$ cat config.mk
export PLATFORM = sky130hd
export DESIGN_NAME = msi_front
export DESIGN_NICKNAME = d
export VERILOG_FILES = /design/src/design/msi_pkg.sv /design/src/design/msi_front.sv
export SDC_FILE = /design/constraint.sdc
export NUM_CORES = 1
export LEC_CHECK = 0
export ABC_AREA = 0
export CORE_MARGIN = 2
export CORE_UTILIZATION = 45
export CTS_CLUSTER_DIAMETER = 80
export DETAILED_ROUTE_END_ITERATION = 8
export DONT_BUFFER_PORTS = 1
export SYNTH_ARGS = -nofsm -noshare
export SYNTH_HDL_FRONTEND = slang
export SYNTH_SLANG_ARGS = --single-unit
$ cat constraint.sdc
create_clock -name clk -period 17.65 [get_ports clk]
set_clock_uncertainty 0.2 [all_clocks]
set_input_delay 0.8825 -clock clk [delete_from_list [all_inputs] [get_ports clk]]
set_output_delay 0.8825 -clock clk [all_outputs]
set_load 0.01 [all_outputs]
$ cat src/design/msi_pkg.sv
`timescale 1ns / 1ps
package msi_pkg;

  localparam int QUEUE_DEPTH   = 4;
  localparam int UPDATE_MARGIN = 20;

  localparam logic [1:0] CFG_AXIS_INVERTED = 2'd0;
  localparam logic [1:0] CFG_REFRESH_PERIOD = 2'd1;
  localparam logic [1:0] CFG_MISSED_LIMIT = 2'd2;
  localparam logic [1:0] CFG_CRUISE_MIN_TICKS = 2'd3;

  localparam logic [15:0] RST_REFRESH_PERIOD = 16'd40;
  localparam logic [7:0]  RST_MISSED_LIMIT = 8'd8;
  localparam logic [31:0] RST_CRUISE_MIN_TICKS = 32'd10000;

  typedef enum logic [1:0] {
    OP_TICK    = 2'd0,
    OP_PUSH    = 2'd1,
    OP_RESTART = 2'd2,
    OP_NOP     = 2'd3
  } op_t;

  typedef struct packed {
    logic [1:0]         action;
    logic [31:0]        now;
    logic signed [47:0] seg_start_pos;
    logic signed [47:0] seg_start_speed;
    logic signed [47:0] seg_half_accel;
    logic [31:0]        seg_duration;
    logic signed [47:0] seg_end_pos;
  } in_t;

  typedef struct packed {
    logic signed [47:0] position;
    logic signed [47:0] speed;
    logic               moving;
    logic               cruising;
    logic               direction;
    logic               push_rejected;
    logic               missed;
    logic               fault;
  } out_t;

  typedef struct packed {
    logic signed [47:0] org_pos;
    logic signed [47:0] start_speed;
    logic signed [47:0] acc_half;
    logic [31:0]        duration;
    logic signed [47:0] end_pos;
  } seg_t;

  typedef struct packed {
    op_t op;
    in_t word;
  } cmd_t;

  // saturate to signed 48 bits
  function automatic logic signed [47:0] sat48(input logic signed [81:0] x);
    logic signed [47:0] r;
    if (x[81:47] == '0 || x[81:47] == '1) begin
      r = x[47:0];
    end else if (x[81]) begin
      r = {1'b1, 47'd0};
    end else begin
      r = {1'b0, {47{1'b1}}};
    end
    return r;
  endfunction

endpackage

$ cat src/design/msi_front.sv
`timescale 1ns / 1ps
module msi_front (
  input  logic           clk,
  input  logic           rst_n,
  input  logic           in_push,
  input  msi_pkg::in_t   in_word,
  output logic           in_full,
  output logic           cmd_valid,
  output msi_pkg::cmd_t  cmd,
  input  logic           cmd_take
);

  msi_pkg::cmd_t ent_r [2];
  logic          wr_r, rd_r;
  logic [1:0]    cnt_r;
  msi_pkg::op_t  op;
  logic          wr_en, rd_en;

  always_comb begin
    unique case (in_word.action)
      msi_pkg::OP_TICK:    op = msi_pkg::OP_TICK;
      msi_pkg::OP_PUSH:    op = msi_pkg::OP_PUSH;
      msi_pkg::OP_RESTART: op = msi_pkg::OP_RESTART;
      default:             op = msi_pkg::OP_NOP;
    endcase
  end

  assign in_full   = (cnt_r == 2'd2);
  assign cmd_valid = (cnt_r != 2'd0);
  assign cmd       = ent_r[rd_r];
  assign wr_en     = in_push && !in_full;
  assign rd_en     = cmd_take && cmd_valid;

  always_ff @(posedge clk) begin
    if (wr_en) begin
      ent_r[wr_r] <= '{op: op, word: in_word};
    end
    if (!rst_n) begin
      wr_r  <= 1'b0;
      rd_r  <= 1'b0;
      cnt_r <= 2'd0;
    end else begin
      if (wr_en) wr_r <= !wr_r;
      if (rd_en) rd_r <= !rd_r;
      cnt_r <= cnt_r + 2'(wr_en) - 2'(rd_en);
    end
  end

endmodule

### After elaboration in Yosys (flattened, before gate mapping)

Memory sizes are Yosys's and may differ from the RTL's. A register that Yosys moved wholly into a read port is not among the register bits.
Cells that the tools add are included.

| storage, ports and cells | value |
|---|---|
| memories kept | 1 |
| register bits | 4 |
| RAM bits | 520 |
| bits of input ports | 262 |
| word-level logic and storage cells | 21 |
| output and inout port bits | 262 |

| cells by class | value |
|---|---|
| $add $sub $neg | 2 |
| equal/unequal tests | 3 |
| mux-type cells | 5 |
| reduce and logical (&&, ||, !) cells | 7 |

Memories:

| memory | depth | bits a word | rd ports | clocked after memory_dff | wr ports | line | text |
|---|---|---|---|---|---|---|---|
| ent_r | 2 | 260 | 1 | 1 | 1 | msi_front.sv:13 | `msi_pkg::cmd_t ent_r [2];` |

Operators with widths:

| cell | number |
|---|---|
| $pmux W2 S3 | 1 |
| $eq A2 B2 Y1 const B | 2 |
| $mux W1 | 4 |
| $logic_not A1 Y1 | 3 |
| $add A2 B1 Y2 | 1 |
| $eq A2 B1 Y1 const B | 1 |
| $logic_and A1 B1 Y1 | 2 |
| $logic_not A2 Y1 | 1 |
| $reduce_bool A2 Y1 | 1 |
| $sub A2 B1 Y2 | 1 |

### Depth between registers and ports, before layout

| logic depth | value |
|---|---|
| word-level depth | 5 |
| depth in mapped cells | 8 |
| depth with buffers taken out | 8 |

### Worst setup path after synthesis

OpenSTA, ideal clock, no wires.

| timing | value |
|---|---|
| path kind | input to register |
| from | in in_push |
| to | mem ent_r[0][0] (netlist name), enable pin |
| buffers on the path | 0 |
| setup time | 0.885 ns |
| slack | 4.820 ns |
| stages on the path | 2 |
| data required time | 16.565 ns |
| arrival time | 11.745 ns |
| cell sequence | nand2_1 nor2_1 |

| on the way | value |
|---|---|
| longest elaborated chain between the ends | 3 |

Ends and longest elaborated chain:

| what | line | text |
|---|---|---|
| start: declaration | msi_front.sv:5 | `input logic in_push,` |
| $logic_and A1 B1 Y1 | msi_front.sv:31 | `assign wr_en = in_push && !in_full;` |
| $mux W1 | msi_front.sv:35 | `if (wr_en) begin` |
| $mux W1 (implied by the code) | msi_front.sv:36 | `ent_r[wr_r] <= '{op: op, word: in_word};` |
| end: declaration | msi_front.sv:13 |  |

No other way between the ends.

==> results.ini <==
[status]
status = completed

[timing]
fin_crit_ns = 4.806
tightestPinTransition_ns = 1.061
fmax_mhz = 208.1
finalWorstSetupSlack_ns = 12.84
tns_ns = 0
rsz0062_at_grt = false
hold_viol = 0
setup_violations = 0
period_share_pct = 27.23
max_slew_margin_pct = 29.28
maxSlewViolCount = 0

[power]
report.power.total_uw = 3581
clockPowerShare_pct = 30.3
power_leakage_uw = 0.007540
p_seq_share_pct = 47.0
p_per_area_nw_per_um2 = 162.2
p_switching_uw = 984.4
power_switching_share_pct = 27.49
pwr-share-comb_pct = 22.7
p_int_uw = 2597
ir_drop_v = 0.00009675

[yosys]
synth_area_um2 = 19830
ys_seq_area_share_pct = 79.26
syn_area_per_cell_um2 = 23.66
async_flop_share_pct = 0
synth_area_leaders = edfxtp_1 (79%), mux2_4 (15%), mux2_2 (3.4%), buf_6 (1.3%), dfxtp_1 (0.50%)
synth-seq-cells = 525
syn_inst = 838
synth_edf_count = 520
synthFlopType = edfxtp_1
synth_most_common_cell = edfxtp_1
synth-xor-area-share_pct = 0.08835
synth_compound_area_share_pct = 0.03786
synth_top_area_share_pct = 78.76
ys.warnings.count = 0
synth_nets = 1102
yosysUniqueCellTypes = 20
synth-simple-area-share_pct = 0.3282
synth_fa_ha_area_share_pct = 0.1262
synth_top_family_by_area = multiplexers
synthMuxAreaShare_pct = 18.60
yosys.area.top_type = edfxtp_1
synth_common_cells = edfxtp_1 (520), mux2_4 (200), mux2_2 (60)

[floorplanning]
boundaryPins = 524
dieArea_um2 = 45750
die_w_um = 213.9
initial_core_util_pct = 45.82
fp-row-count = 76
core_area_um2 = 43270
die_height_um = 213.9

[clock_network]
clock_latency_ns = 0.59
postCtsSetupBuffers = 0
hold_buffers = 0
root_buffer = clkbuf_16
tritoncts = done
cts_buffer_depth = 3
htree_levels = 2
cts_made_buffers = 54
path_clk_slew_ns = 0.06
cts_resized = 0
cts_sinks = 525

[final_layout]
stdcell_count = 1504
fin_util_pct = 51.02
diodes = 0
fin_nets = 1138
drive_gt1_share_pct = 38.52
syn_to_final_growth_pct = 11.34

[drt]
via_count = 7776
dr.pass1.iters = 5
drt_iter0_drc = 586
avgRoutedWirePerCell_um = 26.68
finalWirelength_um = 40120
drtAntennaViolNets = 0
vias_per_cell = 5.170
drcViolationCount = 0

[global_routing]
grt_pass1_wl_um = 56980
grt_use_total_pct = 17.02
antenna_found_initial = 0
first_global_vias = 8303
grt_overflow = 0
grt_start_max_net_pins = 77

[place]
numPlacedInstances = 1403
place_ws_ns = 13.37
io_buffers = 0
place_congestion = 0.8119
hpwl_um = 27500

[worst_setup_path]
setup.worst_path.end = cmd[102]
regToRegSetupSlack_ns = 13.92
cp-end-kind = output port
cp.required_ns = 16.57
rr_worst_depth = 6
reg2reg_from = cnt_r[0]
crit_fanout = 59
startpoint_type = flip-flop
path_class = flip-flop to output port
cp.arrival_ns = 3.72
rr_endpoint = ent_r[0][81]

[run]
maxCapViolations = 0

[min_path]
hold_class = primary input to flip-flop

worst min path at each step:
stage / startpoint / end / slack, ns / depth (start not counted)
6_report: in_word[169] / ent_r[0][169] / 0.18 / 0
5_1_grt: in_word[43] / ent_r[0][43] / 0.14 / 0
4_1_cts: in_word[175] / ent_r[0][175] / 0.14 / 0
3_5_place_dp: rd_r / flip-flop / 0.30 / 2
3_3_place_gp: rd_r / rd_r / 0.30 / 2
2_1_floorplan: wr_r / wr_r / 0.25 / 2
flip-flops by register name (all words and copies together) (netlist names), named ones only:
| name | cells |
|---|---|
| wr_r | 1 |
| rd_r | 1 |
| ent_r | 520 |
| cnt_r | 2 |
routing by layer:
layer  up-vias  GRT usage, %  routed length, um
met5         -             0                  0
met4         0         7.086               1274
met3        67         9.032               4726
met2       344         29.97              21180
met1      3954         16.59              12940
li1       3411             -                  -
critical path, stage by stage, from the launching register on:
cell and delay [ns]:
dfxtp_4 0.95, buf_4 0.82, buf_4 0.86, mux2_4 0.38
layout make-up:
| cell class | count | area (um2) |
|---|---|---|
| tap | 585 | 732.0 |
| clock inverter | 38 | 307.8 |
| fill | 3385 | 21190 |
| timing repair buffer | 11 | 82.58 |
| clock buffer | 63 | 1406 |
| sequential | 525 | 15720 |
| inverter | 3 | 11.26 |
| multi-input combinational | 279 | 3816 |
metrics by stage:
step                      instance area [um2]  hold WS [ns]
final                                   22070        0.1849
after global routing                    22070        0.1413
after CTS                               22070        0.1400
after detailed placement                20360        0.3017
after global placement                  20360        0.2958
after floorplan                         19830        0.2549
cells by family after synthesis:
group           Yosys count
simple gates             13
mux                     261
xor+xnor                  2
buf+inv                  34
compound gates            1
fa+ha+maj                 2
flops                   525
power by group through the flow:
stage	Clock, uW	Sequential (uW)	Combinational [uW]
after floorplan	0	1750	712
after global placement	0	1710	830
after detailed placement	0	1710	831
after CTS	1120	1690	832
after global routing	1160	1700	857
final	1090	1680	812
cells in the final DEF (no fill, tap or decap), drive strengths merged, types with 2 or more instances in the layout:
cell / n
and2: 2
buf: 11
bufinv: 4
clkbuf: 63
clkinv: 28
dfxtp: 5
edfxtp: 520
ha: 2
inv: 8
mux2: 260
nand2: 2
nand2b: 2
nor2: 4
Power figures use the tool's default switching activity.
